### src/rtl/spa_pkg.sv
// Shared types and constants for the slot pool allocator.
// Used by every module under rtl; depends on nothing else.
package spa_pkg;

	localparam int OFS_W     = 18;  // byte offset fields
	localparam int IDX_W     = 10;  // slot index field and free stack entries
	localparam int SLOT_W    = 11;  // internal slot index, wide enough for any pool size
	localparam int OCT_W     = 9;   // element size register
	localparam int POOL_W    = 11;  // pool size register
	localparam int CFG_IDX_W = 2;
	localparam int CFG_W     = 11;
	localparam int STEP_W    = $clog2(OFS_W);

	localparam logic [STEP_W-1:0]    STEP_LAST   = STEP_W'(OFS_W - 1);
	localparam logic [CFG_IDX_W-1:0] REG_POOL_ENTRIES   = 2'd0;
	localparam logic [CFG_IDX_W-1:0] REG_ELEMENT_OCTETS = 2'd1;
	localparam logic [POOL_W-1:0]    POOL_RESET  = 11'd1024;
	localparam logic [OCT_W-1:0]     OCT_RESET   = 9'd1;

	typedef enum logic [1:0] {
		ST_OK        = 2'd0,
		ST_EXHAUSTED = 2'd1,
		ST_RANGE     = 2'd2,
		ST_FULL      = 2'd3
	} status_t;

	typedef enum logic {
		REQ_ALLOC = 1'b0,
		REQ_FREE  = 1'b1
	} req_t;

	// Classified request handed from the front end to the back end.
	typedef struct packed {
		logic              is_free;
		logic              range_err;
		logic [SLOT_W-1:0] idx;
	} cmd_t;

	typedef enum logic [2:0] {
		F_IDLE,
		F_LIMIT,
		F_CHECK,
		F_DIV,
		F_SEND
	} front_state_t;

	typedef enum logic [1:0] {
		B_IDLE,
		B_READ,
		B_MUL
	} back_state_t;

endpackage

### src/rtl/spa_cmd_queue.sv
// Two-word queue that decouples the front end from the back end.
// Depends on spa_pkg for the command word type.
module spa_cmd_queue (
	input  logic          clk,
	input  logic          arst_n,
	input  logic          wr_en,
	input  spa_pkg::cmd_t wr_data,
	output logic          full,
	input  logic          rd_en,
	output spa_pkg::cmd_t rd_data,
	output logic          empty
);
	import spa_pkg::*;

	cmd_t       entries_q [2];
	logic       wr_ptr_q;
	logic       rd_ptr_q;
	logic [1:0] count_q;
	logic       do_wr;
	logic       do_rd;

	assign full    = (count_q == 2'd2);
	assign empty   = (count_q == 2'd0);
	assign do_wr   = wr_en && !full;
	assign do_rd   = rd_en && !empty;
	assign rd_data = entries_q[rd_ptr_q];

	always_ff @(posedge clk or negedge arst_n) begin
		if (!arst_n) begin
			wr_ptr_q <= 1'b0;
			rd_ptr_q <= 1'b0;
			count_q  <= 2'd0;
		end else begin
			if (do_wr) begin
				wr_ptr_q <= ~wr_ptr_q;
			end
			if (do_rd) begin
				rd_ptr_q <= ~rd_ptr_q;
			end
			case ({do_wr, do_rd})
				2'b10:   count_q <= count_q + 2'd1;
				2'b01:   count_q <= count_q - 2'd1;
				default: ;
			endcase
		end
	end

	always_ff @(posedge clk) begin
		if (do_wr) begin
			entries_q[wr_ptr_q] <= wr_data;
		end
	end

	a_count_range: assert property (@(posedge clk) disable iff (!arst_n)
		count_q != 2'd3)
		else $error("command queue count out of range");

endmodule

### config.mk
export PLATFORM = sky130hd
export DESIGN_NAME = spa_cmd_queue
export DESIGN_NICKNAME = d
export VERILOG_FILES = /design/src/rtl/spa_pkg.sv /design/src/rtl/spa_cmd_queue.sv
export SDC_FILE = /design/constraint.sdc
export NUM_CORES = 1
export LEC_CHECK = 0
export ABC_AREA = 0
export BUFFER_PORTS_ARGS = -buffer_cell sky130_fd_sc_hd__buf_2
export CAP_MARGIN = 0
export CORE_AREA = 2 2 54 56
export DETAILED_ROUTE_END_ITERATION = 10
export DIE_AREA = 0 0 56 58
export GPL_TIMING_DRIVEN = 0
export PLACE_DENSITY_LB_ADDON = 0.15
export SYNTH_ARGS = -nofsm -noshare
export SYNTH_HDL_FRONTEND = slang
export SYNTH_SLANG_ARGS = --single-unit
### constraint.sdc
create_clock -name clk -period 4.6 [get_ports clk]
set_clock_uncertainty 0.2 [all_clocks]
set_input_delay 0.69 -clock clk [delete_from_list [all_inputs] [get_ports clk]]
set_output_delay 0.69 -clock clk [all_outputs]
set_load 0.05 [all_outputs]
## Word level (Yosys, flattened, before mapping)

Memories as Yosys holds them, arrays and structs flattened.
Cells that the tools add are included.
W data, S select, Z words.

- Memories: 1
- Logic and storage cells: 20
- Bits in writable memories: 26
- Flip-flop bits (word level): 4

Memory list:

| name | words | bits a word | read ports | clocked after memory_dff | wr ports | RTL line | source |
|---|---|---|---|---|---|---|---|
| entries_q | 2 | 13 | 1 | 0 | 1 | spa_cmd_queue.sv:15 | `cmd_t entries_q [2];` |

- Reductions and logical operators: 6
- Bitwise gates (word level): 2
- Eq/ne operators: 3
- Mux-type cells: 3
- Add/subtract/negate cells: 2

Operators by type and width:

| kind | count |
|---|---|
| $eq A2 B2 Y1 const B | 2 |
| $pmux W2 S2 | 1 |
| $add A2 B1 Y2 const B | 1 |
| $eq A2 B1 Y1 const B | 1 |
| $logic_and A1 B1 Y1 | 2 |
| $logic_not A1 Y1 | 2 |
| $logic_not A2 Y1 | 1 |
| $mux W1 | 2 |
| $not A1 Y1 | 2 |
| $reduce_bool A2 Y1 | 1 |
| $sub A2 B1 Y2 const B | 1 |

## Longest topological paths before layout

- Depth in word-level cells: 5
- Gate-level depth with buffers: 6
- Mapped depth without buffers: 6

## Worst setup path after synthesis

OpenSTA, ideal clock, no wires.

- Path kind: register -> register
- Start: register count_q[0]
- End: register count_q[1]
- Arrival: 1832 ps
- Period minus slack after synthesis: 2111 ps
- Stages on the path, launching flop included: 6
- Required time: 4321 ps
- Path slack: 2489 ps
- Buffers on the path: 0
- Cell sequence: dfrtp_1 nor2_1 nor2b_2 ha_1 nor2_1 xor2_1

- Longest elaborated chain between the ends: 5

RTL lines:

| what | RTL line | source |
|---|---|---|
| start: declaration | spa_cmd_queue.sv:18 | `logic [1:0] count_q;` |
| start signal: assignment | spa_cmd_queue.sv:41 | `2'b10: count_q <= count_q + 2'd1;` |
| start signal: assignment | spa_cmd_queue.sv:42 | `2'b01: count_q <= count_q - 2'd1;` |
| $logic_not A2 Y1 (*) | spa_cmd_queue.sv:23 | `assign empty = (count_q == 2'd0);` |
| named net empty | spa_cmd_queue.sv:11 | `output logic empty` |
| $logic_not A1 Y1 (*) | spa_cmd_queue.sv:25 | `assign do_rd = rd_en && !empty;` |
| $logic_and A1 B1 Y1 (*) | spa_cmd_queue.sv:25 |  |
| named net do_rd | spa_cmd_queue.sv:20 | `logic do_rd;` |
| $eq A2 B1 Y1 or $eq A2 B2 Y1 (tied branches) | spa_cmd_queue.sv:40 | `case ({do_wr, do_rd})` |
| $pmux W2 S2 or $reduce_bool A2 Y1 (tied branches) | n/a |  |

Mark *: on every way through the listed nets, which the timed path passes. The rest lies on a longest branch.
A chain may end at the register's enable or synchronous reset.

==> impl_metrics.json <==
{
  "status": "complete, no violations",
  "path_clk_slew_ns": 0.09,
  "synth_area_leaders": "edfxtp_1, mux2_2, dfrtp_1",
  "n_antenna_cell": 0,
  "fill_cells": 252,
  "hold_path_class": "reg -> reg",
  "hpwlAfterDp_mm": 1.18,
  "rows": 19,
  "ys_seq_area_share_pct": 77.9,
  "wl_mm": 1.75,
  "cts_buffer_depth": 2,
  "wl_met3_um": 96,
  "worstMarginPinSlew_ns": 1.12,
  "syn_area_per_cell_um2": 19.5,
  "grt.overflow.total": 0,
  "place_ws_ns": 2.19,
  "cts-resized-gates": 0,
  "ys_types": 13,
  "report.final.slew_viol_count": 0,
  "grt_pass1_wl_mm": 2.88,
  "power.leakage_nw": 0.559,
  "ctsHtreeMaxLevel": 2,
  "firstDrtPassIters": 2,
  "cap_violations": 0,
  "clock_sinks": 30,
  "power_density_nw_per_um2": 736,
  "final_antenna_net_count": 0,
  "grt_pass1_vias": 625,
  "pin_count": 32,
  "die_y_um": 58,
  "clock.fmax_mhz": 407,
  "critical_path_class": "reg -> out",
  "post_drt_wl_per_cell_um": 13.6,
  "clkLatencyLatePin_ns": 0.32,
  "track_usage_pct": 12.6,
  "path_buf_inv": 2,
  "maxSlewHeadroom_pct": 25.0,
  "crit_required_ns": 3.71,
  "crit_fanout": 10,
  "core-area_um2": 2660,
  "tns_ns": 0,
  "whs_ns": 0.299,
  "rsz0062_at_grt": "false",
  "cp_data_arrival_time_ns": 1.57,
  "placed_area_um2": 1330,
  "cp_top_family": "flip-flops",
  "wl_met1_um": 734,
  "postLayoutCellArea_um2": 1400,
  "total_power_w": 0.00103,
  "synth_top_area_share_pct": 69.0,
  "die_x_um": 56,
  "routed_via_density": 4.68,
  "gp_congestion": 0.587,
  "finalWorstSetupSlack_ns": 2.14,
  "fin_crit_ns": 2.46,
  "path_cells": "buf_4 > mux2_2 > buf_2",
  "syn2layout_area_growth_pct": 23.3,
  "initial_core_util_pct": 42.5,
  "topRoutingLayerUsed": "met4",
  "grt_antenna_before_repair": 0,
  "min_period_over_period_pct": 53.4,
  "io_buffers": 31,
  "ys_ff_latch": 30,
  "netlist_instances": 58,
  "cts_setup_buffers": 0,
  "wl_met2_um": 880,
  "drtIter0Drc": 5,
  "final_layout_size_suffix_gt1_share_pct": 54.1,
  "cts_made_buffers": 5,
  "synth.cell_area_um2": 1130,
  "syn_nets": 76,
  "start_kind": "flop",
  "ir_worst_vdd_uv": 424,
  "clockRootBuffer": "clkbuf_4",
  "drc": 0,
  "nets": 115,
  "slowest_stage": "dfrtp_1",
  "setup_viol": 0,
  "yosys.area.top_type": "edfxtp_1",
  "cts_tree": "yes",
  "num_vias": 604,
  "dieArea_um2": 3250,
  "ys_warn_count": 0,
  "grt_max_degree": 14,
  "hold_viol_final": 0,
  "end_kind": "output port",
  "max_stage_delay_ns": 0.45
}
## layout make-up
type                       instances  area [um^2]  share of cell area [%]
sequential                        30          881                    63.1
tap                               31         38.8                    2.78
timing repair buffer              32          165                    11.8
buffer                             1         7.51                   0.538
inverter                           1         3.75                   0.269
clock inverter                     1         5.00                   0.359
multi-input combinational         26          239                    17.1
clock buffer                       7         55.1                    3.95
## synth_stat cells
| cell type | n |
|---|---|
| xor2_1 | 2 |
| and3_1 | 1 |
| xnor2_1 | 3 |
| edfxtp_1 | 26 |
| mux2_2 | 13 |
| nand2_1 | 1 |
| ha_1 | 1 |
| nor2b_2 | 1 |
| nor2_1 | 3 |
| inv_1 | 1 |
| buf_4 | 1 |
| nand2b_1 | 1 |
| dfrtp_1 | 4 |
## flip-flops by register name (all words and copies together) (netlist names)
signal / flops
count_q: 2
rd_ptr_q: 1
wr_ptr_q: 1
entries_q: 26
## cells by family (layout without fill, tap and decap cells)
logic type,count (synthesis),after routing,share of synthesized area [%]
buf+inv,2,42,0.996
flops,30,30,77.9
simple gates,7,7,3.21
xor+xnor,5,5,3.87
fa+ha+maj,1,1,1.11
mux,13,13,12.9
## final timing paths
path                                        startpoint                        end  slack (ns)  cells after the start
worst min-delay path            count_q[1]$_DFFE_PN0P_     count_q[1]$_DFFE_PN0P_        0.30                      1
max in group asynchronous                       arst_n       wr_ptr_q$_DFFE_PN0N_        3.58                      2
worst max-delay path              rd_ptr_q$_DFFE_PN0P_                rd_data[10]        2.14                      3
worst min register to register  count_q[1]$_DFFE_PN0P_     count_q[1]$_DFFE_PN0P_        0.30                      1
min in group asynchronous                       arst_n     count_q[0]$_DFFE_PN0P_        0.49                      2
worst max register to register  count_q[0]$_DFFE_PN0P_  entries_q[0][9]$_DFFE_PP_        2.45                      3
## metal layers
layer | global-route usage, % | vias up
met5 | 0 | -
met4 | 8.16 | 0
met3 | 5.13 | 5
met2 | 20.2 | 19
met1 | 13.9 | 284
li1 | - | 296
## repair_timing
| item | in CTS | in global routing |
|---|---|---|
| setup endpoints to repair | 0 | 0 |
| endpoints found under the hold margin | 4 | 0 |
| hold buffers | 1 | 0 |
## cells in the final DEF, fill, tap and decap left out, types with 2 or more instances in the layout
cell / synthesis / routed
buf_2: 0 / 31
clkbuf_4: 0 / 5
dfrtp_1: 4 / 4
edfxtp_1: 26 / 26
mux2_2: 13 / 13
nor2_1: 3 / 3
xnor2_1: 3 / 3
xor2_1: 2 / 2
## power by group
| part | switching (W) | internal, W |
|---|---|---|
| clock | 0.0000823 | 0.0000740 |
| sequential | 0.0000316 | 0.000378 |
| combinational | 0.000324 | 0.000138 |
## through the flow
stage                     utilization (%)  std cells
after floorplan                         -         58
after global placement               49.8        120
after CTS                            52.4        129
final                                52.4        129
after detailed placement             49.8        120
after global routing                 52.4        129
## worst register-to-register path: stages (launching register included)
cell and delay (ns):
dfrtp_1 0.43, nand2b_1 0.16, nand2_1 0.11, nor2_1 0.85
No activity file was read; power rests on OpenSTA's default activity.
