<file path="src/rtl/spa_pkg.sv">
// Shared types and constants for the slot pool allocator.
// Used by every module under rtl; depends on nothing else.
package spa_pkg;

	localparam int OFS_W     = 18;  // byte offset fields
	localparam int IDX_W     = 10;  // slot index field and free stack entries
	localparam int SLOT_W    = 11;  // internal slot index, wide enough for any pool size
	localparam int OCT_W     = 9;   // element size register
	localparam int POOL_W    = 11;  // pool size register
	localparam int CFG_IDX_W = 2;
	localparam int CFG_W     = 11;
	localparam int STEP_W    = $clog2(OFS_W);

	localparam logic [STEP_W-1:0]    STEP_LAST   = STEP_W'(OFS_W - 1);
	localparam logic [CFG_IDX_W-1:0] REG_POOL_ENTRIES   = 2'd0;
	localparam logic [CFG_IDX_W-1:0] REG_ELEMENT_OCTETS = 2'd1;
	localparam logic [POOL_W-1:0]    POOL_RESET  = 11'd1024;
	localparam logic [OCT_W-1:0]     OCT_RESET   = 9'd1;

	typedef enum logic [1:0] {
		ST_OK        = 2'd0,
		ST_EXHAUSTED = 2'd1,
		ST_RANGE     = 2'd2,
		ST_FULL      = 2'd3
	} status_t;

	typedef enum logic {
		REQ_ALLOC = 1'b0,
		REQ_FREE  = 1'b1
	} req_t;

	// Classified request handed from the front end to the back end.
	typedef struct packed {
		logic              is_free;
		logic              range_err;
		logic [SLOT_W-1:0] idx;
	} cmd_t;

	typedef enum logic [2:0] {
		F_IDLE,
		F_LIMIT,
		F_CHECK,
		F_DIV,
		F_SEND
	} front_state_t;

	typedef enum logic [1:0] {
		B_IDLE,
		B_READ,
		B_MUL
	} back_state_t;

endpackage

</file>
<file path="src/rtl/spa_front.sv">
// Front end: accepts request words, range checks free offsets and divides them
// down to a slot index. Depends on spa_pkg.
module spa_front #(
	parameter int CNT_W = 11
) (
	input  logic                        clk,
	input  logic                        arst_n,
	input  logic                        push,
	output logic                        full,
	input  logic                        req_type,
	input  logic [spa_pkg::OFS_W-1:0]   byte_offset,
	input  logic [CNT_W-1:0]            eff_pool,
	input  logic [spa_pkg::OCT_W-1:0]   eff_oct,
	output logic                        q_push,
	output spa_pkg::cmd_t               q_cmd,
	input  logic                        q_full
);
	import spa_pkg::*;

	localparam int PROD_W = CNT_W + OCT_W;
	localparam int CMP_W  = PROD_W + OFS_W;

	front_state_t        state_q, state_d;
	logic                free_q;
	logic                range_q;
	logic [OFS_W-1:0]    off_q;
	logic [OCT_W-1:0]    rem_q;
	logic [STEP_W-1:0]   step_q;
	logic [PROD_W-1:0]   limit_q;
	logic                off_ge;
	logic [OCT_W:0]      trial;
	logic [OCT_W:0]      diff;
	logic                take;
	logic [OCT_W-1:0]    rem_nxt;

	assign off_ge  = CMP_W'(off_q) >= CMP_W'(limit_q);

	// One quotient bit per cycle: shift the next dividend bit into the remainder.
	assign trial   = {rem_q, off_q[OFS_W-1]};
	assign diff    = trial - {1'b0, eff_oct};
	assign take    = trial >= {1'b0, eff_oct};
	assign rem_nxt = take ? diff[OCT_W-1:0] : trial[OCT_W-1:0];

	always_ff @(posedge clk or negedge arst_n) begin
		if (!arst_n) begin
			state_q <= F_IDLE;
		end else begin
			state_q <= state_d;
		end
	end

	always_comb begin
		state_d = state_q;
		q_push  = 1'b0;
		full    = 1'b1;
		unique case (state_q)
			F_IDLE: begin
				full = 1'b0;
				if (push) begin
					state_d = (req_type == REQ_FREE) ? F_LIMIT : F_SEND;
				end
			end
			F_LIMIT: begin
				state_d = F_CHECK;
			end
			F_CHECK: begin
				state_d = off_ge ? F_SEND : F_DIV;
			end
			F_DIV: begin
				if (step_q == STEP_LAST) begin
					state_d = F_SEND;
				end
			end
			F_SEND: begin
				if (!q_full) begin
					q_push  = 1'b1;
					state_d = F_IDLE;
				end
			end
			default: state_d = F_IDLE;
		endcase
	end

	// The offset register doubles as the dividend and then the quotient.
	always_ff @(posedge clk) begin
		case (state_q)
			F_IDLE: begin
				if (push) begin
					off_q   <= byte_offset;
					free_q  <= (req_type == REQ_FREE);
					range_q <= 1'b0;
				end
			end
			F_LIMIT: begin
				limit_q <= PROD_W'(eff_pool) * PROD_W'(eff_oct);
			end
			F_CHECK: begin
				range_q <= off_ge;
				rem_q   <= '0;
				step_q  <= '0;
			end
			F_DIV: begin
				rem_q  <= rem_nxt;
				off_q  <= {off_q[OFS_W-2:0], take};
				step_q <= step_q + 1'b1;
			end
			default: ;
		endcase
	end

	assign q_cmd.is_free   = free_q;
	assign q_cmd.range_err = range_q;
	assign q_cmd.idx       = off_q[SLOT_W-1:0];

	a_div_bounded: assert property (@(posedge clk) disable iff (!arst_n)
		(state_q == F_DIV) |-> (step_q <= STEP_LAST))
		else $error("divider ran past its last step");

endmodule

</file>
<file path="config.mk">
export PLATFORM = sky130hd
export DESIGN_NAME = spa_front
export DESIGN_NICKNAME = d
export VERILOG_FILES = /design/src/rtl/spa_pkg.sv /design/src/rtl/spa_front.sv
export SDC_FILE = /design/constraint.sdc
export NUM_CORES = 1
export LEC_CHECK = 0
export BUFFER_PORTS_ARGS = -buffer_cell sky130_fd_sc_hd__buf_2
export CORE_UTILIZATION = 52
export CTS_BUF_LIST = sky130_fd_sc_hd__clkbuf_2
export DETAILED_ROUTE_END_ITERATION = 10
export GPL_TIMING_DRIVEN = 1
export PLACE_DENSITY = 0.73
export SLEW_MARGIN = 5
export SYNTH_ARGS = -nofsm -noshare
export SYNTH_HDL_FRONTEND = slang
export SYNTH_SLANG_ARGS = --single-unit
</file>
<file path="constraint.sdc">
create_clock -name clk -period 4.9 [get_ports clk]
set_clock_uncertainty 0.1 [all_clocks]
set_input_delay 0.735 -clock clk [delete_from_list [all_inputs] [get_ports clk]]
set_output_delay 0.735 -clock clk [all_outputs]
set_load 0.02 [all_outputs]
</file>
# After elaboration in Yosys (flattened, before gate mapping)
# Cells that the tools add are included.
# totals
regBits,57
output_inout_bits,15
in_bits,43
# op_classes
n_mul,1
order_cmp,2
reduce_logical,8
n_addsub,2
eq_ne,8
mux,16
# ops
operator,n
18-bit one-hot mux with 2 select lines,1
18-bit by 20-bit >= comparator with 1-bit output,1
11-bit by 9-bit multiplier with 20-bit output,1
18-bit 2-to-1 mux,1
9-bit one-hot mux with 2 select lines,1
3-bit 2-to-1 mux,5
3-bit one-hot mux with 5 select lines,1
10-bit by 9-bit >= comparator with 1-bit output,1
5-bit one-hot mux with 2 select lines,1
9-bit 2-to-1 mux,1
9-bit subtractor,1
3-bit by 2-bit == test with 1-bit output (second input constant),2
2-bit != test (second input constant),3
2-bit AND reduction,3
2-bit nonzero test,3
5-bit by 1-bit adder with 5-bit output (second input constant),1
5-bit == test (second input constant),1
1-bit 2-to-1 mux,4
3-bit by 1-bit == test with 1-bit output (second input constant),1
3-bit == test (second input constant),1
3-bit logical NOT,1
3-bit AND reduction,1
1-bit one-hot mux with 2 select lines,1

# Longest topological paths before layout
# depth
ltp_word,3
depth_mapped,18
mapped_depth_nobuf,17

# Worst setup path after synthesis
# OpenSTA, ideal clock, no wires.
# synth_timing
path_type,input-to-reg
start,input port eff_oct[8] (netlist name)
end,register limit_q[18] (data pin)
setup_slack_ns,-0.359
path_buffers,1
setup_time_ns,0.259
stages,16
t_required_ns,4.541
arrival_time_ns,4.900
path_cell_list,clkbuf_1 -> and2_1 -> fa_1 -> inv_1 -> fa_1 -> inv_1 -> fa_1 -> inv_1 -> fa_1 -> inv_1 -> ha_1 -> or4_4 -> or4_4 -> nand2_2 -> nor4_1 -> a211o_1
# synth_between
elab_chain_len,1
# synth_lines
element,line,rtl
start: declaration,spa_front.sv:13,"input logic [spa_pkg::OCT_W-1:0] eff_oct,"
11-bit by 9-bit multiplier with 20-bit output,spa_front.sv:95,limit_q <= PROD_W'(eff_pool) * PROD_W'(eff_oct);
end signal: assignment,spa_front.sv:95,
end: declaration,spa_front.sv:29,logic [PROD_W-1:0] limit_q;
# No other way between the ends.
# A chain may end at the register's enable or synchronous reset.

# Worst setup path after layout
# layout_timing
start,input port eff_oct[3] (netlist name)
end,register limit_q[16] (data pin)
# Same word-level chain as after synthesis.

==> impl_results.md <==
- CP Data Required Time: 5.06 ns
- Mapped Cells: 660
- Initial antenna violation count: 0
- Hold Vio Cnt, Final: 0
- First-pass GRT wire length: 21,900 um
- Worst R2R Setup Slack: 1.92 ns
- Worst-Margin Slew: 0.747 ns
- Clk_lat worst skew: 0.50 ns
- Die Wd: 113 um
- Drt drc: 0
- Placed Cells: 878
- Crit path max-delay cell type: fa_1
- WP depth: 16
- Cell taking the most area after synthesis: edfxtp_1
- Core area: 12,000 um2
- Hold WS: 0.342 ns
- Port bufs: 57
- Area of the multi-input gates: 4130 um2
- CP delay by family, top: adder cells
- Hold Crit Class: input pin to register
- Utilization after layout: 60.3%
- Crit path DAT: 4.82 ns
- CP Capture Type: register
- Final Cycle Share: 95.0%
- Async SR Flop Fraction: 5.26%
- DR iter-0 viols: 226
- Via count: 4,782
- Yosys warnings: 0
- Fill count: 1,037
- Row count: 40
- RD Place Congestion: 0.862
- Die Height: 113 um
- TritonCTS Buffers: 9
- Sink Count: 57
- DRT Pass-1 Iters: 4
- Main area contributors after synthesis: edfxtp_1 (25%), fa_1 (20%), ha_1 (13%)
- Setup repair after global routing missed its margin: false
- Max clock buf depth: 2
- Final setup fails: 0
- Startpoint Class: input pin
- WL per Instance: 14.0 um
- Sequential-to-total area share from yosys stat: 26.4%
- Post_cts resized: 0
- Peak VDD IR: 0.267 mV
- Sequential cell area: 1700 um2
- Nets: 920
- Largest net degree at the start of global routing: 35
- GRT Util Overall: 21.4%
- Synthesized area: 6430 um2
- Syn Nets: 837
- Synthesized flop and latch total: 57
- Power Density: 526 nW/um2
- Clk slew on worst S/H paths: 0.18 ns
- Crit path time final: 4.65 ns
- Routed Antenna Nets: 0
- Routed WL: 12,600 um
- Boundary pin count: 58
- Place WS: -0.289 ns
- Worst stage delay on the critical path: 0.52 ns
- Share of post-route cells with drive strength above 1: 19.8%
- Final instance count without filler cells: 895
- Avg Cell Area, Syn: 9.74 um2
- Pleak: 0.00359 uW
- Hold Path Sink: free_q$_DFFE_PP_
- Slew headroom: 50.1%
- Reg-to-reg critical path endpoint: rem_q[3]$_SDFFCE_PN0P_
- Vias per cell: 5.34
- Maxcap violations: 0
- Fmax achieved: 215 MHz
- Crit. Startpoint: eff_oct[3]
- Depth of the worst hold-timing path: 1
- Synth cell types: 54
- Die footprint: 12,800 um2
- Most common flop cell mapped by yosys: edfxtp_1
- Worst-case reg-to-reg path depth: 9
- Setup slack after layout: 0.245 ns
- R2R Path Start: off_q[17]$_DFFE_PP_
- Clock root buffer: clkbuf_2
- Diodes inserted: 0
- Post-synth EDFFs: 54
- CTS HTree Levels: 3
- Starting density of the core: 53.5%
- HPWL after DPL: 10,600 um
- Status: completed
- Area growth syn-to-layout: 12.7%
- CP bufs+invs: 5
- Slew Viols, Final: 0
- Post-synth top area share: 25.2%
- Setup CP Type: input pin to register
- CTS tree: done
- Crit-path max FO: 9
- Gr ovfl total: 0
- Critical path, cell by cell: buf_2 -> and2_4 -> fa_1 -> inv_1 -> fa_1 -> inv_1 -> fa_1 -> inv_1 -> fa_1 -> inv_1 -> ha_2 -> or4_4 -> or4_4 -> a31oi_1 -> o21bai_1 -> xor2_1
- Hold_sp: req_type
- Vias in the first global route: 5,041
[per-layer routing]
layer	up-vias	track usage (%)	wire, um
met4	0	7.63	237
met2	107	39.7	6620
met5	-	0	0
met1	2350	25.2	5300
li1	2306	-	-
met3	19	3.05	404
[per-stage QoR]
stage	power, uW	area, um2	setup TNS [ns]
CTS	3850	7250	0
global route	4200	7250	0
floorplan	2910	6580	-0.175
detailed placement	3530	7120	-0.981
global placement	3430	7120	-0.720
finish	3810	7250	0
[report_power, final]
| group | total, uW | leakage (uW) | switching [uW] | internal, uW |
|---|---|---|---|---|
| sequential | 1010 | 0.000552 | 128 | 879 |
| combinational | 2500 | 0.00296 | 1370 | 1130 |
| clock | 308 | 0.0000719 | 187 | 121 |
| total | 3810 | 0.00359 | 1680 | 2130 |
[worst max-delay path by stage]
stage,endpoint
2_1_floorplan,limit_q[16]$_DFFE_PP_
5_1_grt,limit_q[16]$_DFFE_PP_
3_3_place_gp,limit_q[16]$_DFFE_PP_
4_1_cts,limit_q[16]$_DFFE_PP_
6_report,limit_q[16]$_DFFE_PP_
3_5_place_dp,limit_q[16]$_DFFE_PP_
[cells in the mapped netlist, types with 10 or more instances]
| cell | number |
|---|---|
| edfxtp_1 | 54 |
| clkbuf_1 | 17 |
| fa_1 | 65 |
| xnor2_1 | 13 |
| mux2_1 | 13 |
| and2_1 | 53 |
| buf_4 | 13 |
| a21oi_1 | 19 |
| nor2_1 | 35 |
| ha_1 | 69 |
| inv_1 | 129 |
| nand2_1 | 55 |
| o21ai_0 | 10 |
[placed cells by master (no fill, tap or decap), drive strengths merged, types with 4 or more instances in the layout]
cell / instances
mux2: 17
or3: 4
ha: 69
xnor2: 13
a211oi: 9
o21a: 7
xor2: 6
a31oi: 4
buf: 103
inv: 130
a21o: 8
a21oi: 20
fa: 65
edfxtp: 54
o31a: 4
o21ai: 14
nand2: 56
clkbuf: 11
nor2: 35
nand4: 7
and2: 53
nand3: 8
mux2i: 4
[area by class of cell]
class                           instances  area share, %
Sequential cell                        57           23.4
Clock inverter                          5          0.777
Inverter                              130           6.73
Timing Repair Buffer                  104           8.84
Tap cell                              147           2.54
Clock buffer                           11          0.760
Multi-Input combinational cell        441           56.9
[registers in the layout (all words and copies together), names as in the netlist]
signal	cells
limit_q	20
state_q	3
rem_q	9
step_q	5
range_q	1
free_q	1
off_q	18
[cell families after synthesis]
family,share of synthesized area [%]
compound gates,8.86
xor+xnor,2.59
fa+ha+maj,33.7
buf+inv,10.4
flops,26.4
mux,3.60
simple gates,14.5
[worst register-to-register path, cell delays in order, from the launching register on]
cell and delay, ns:
edfxtp_1 0.47, inv_1 0.07, ha_1 0.21, fa_1 0.41
nand2b_1 0.21, a211oi_1 0.27, o31a_1 0.23, or2_1 0.48
mux2i_1 0.27, nor2_1 0.05
[repair_timing]
item / 4_1_cts / 5_1_grt
setup buffers: 0 / 0
hold buffers: 1 / 0
hold endpoints to repair: 3 / 0
Power figures use the tool's default switching activity.
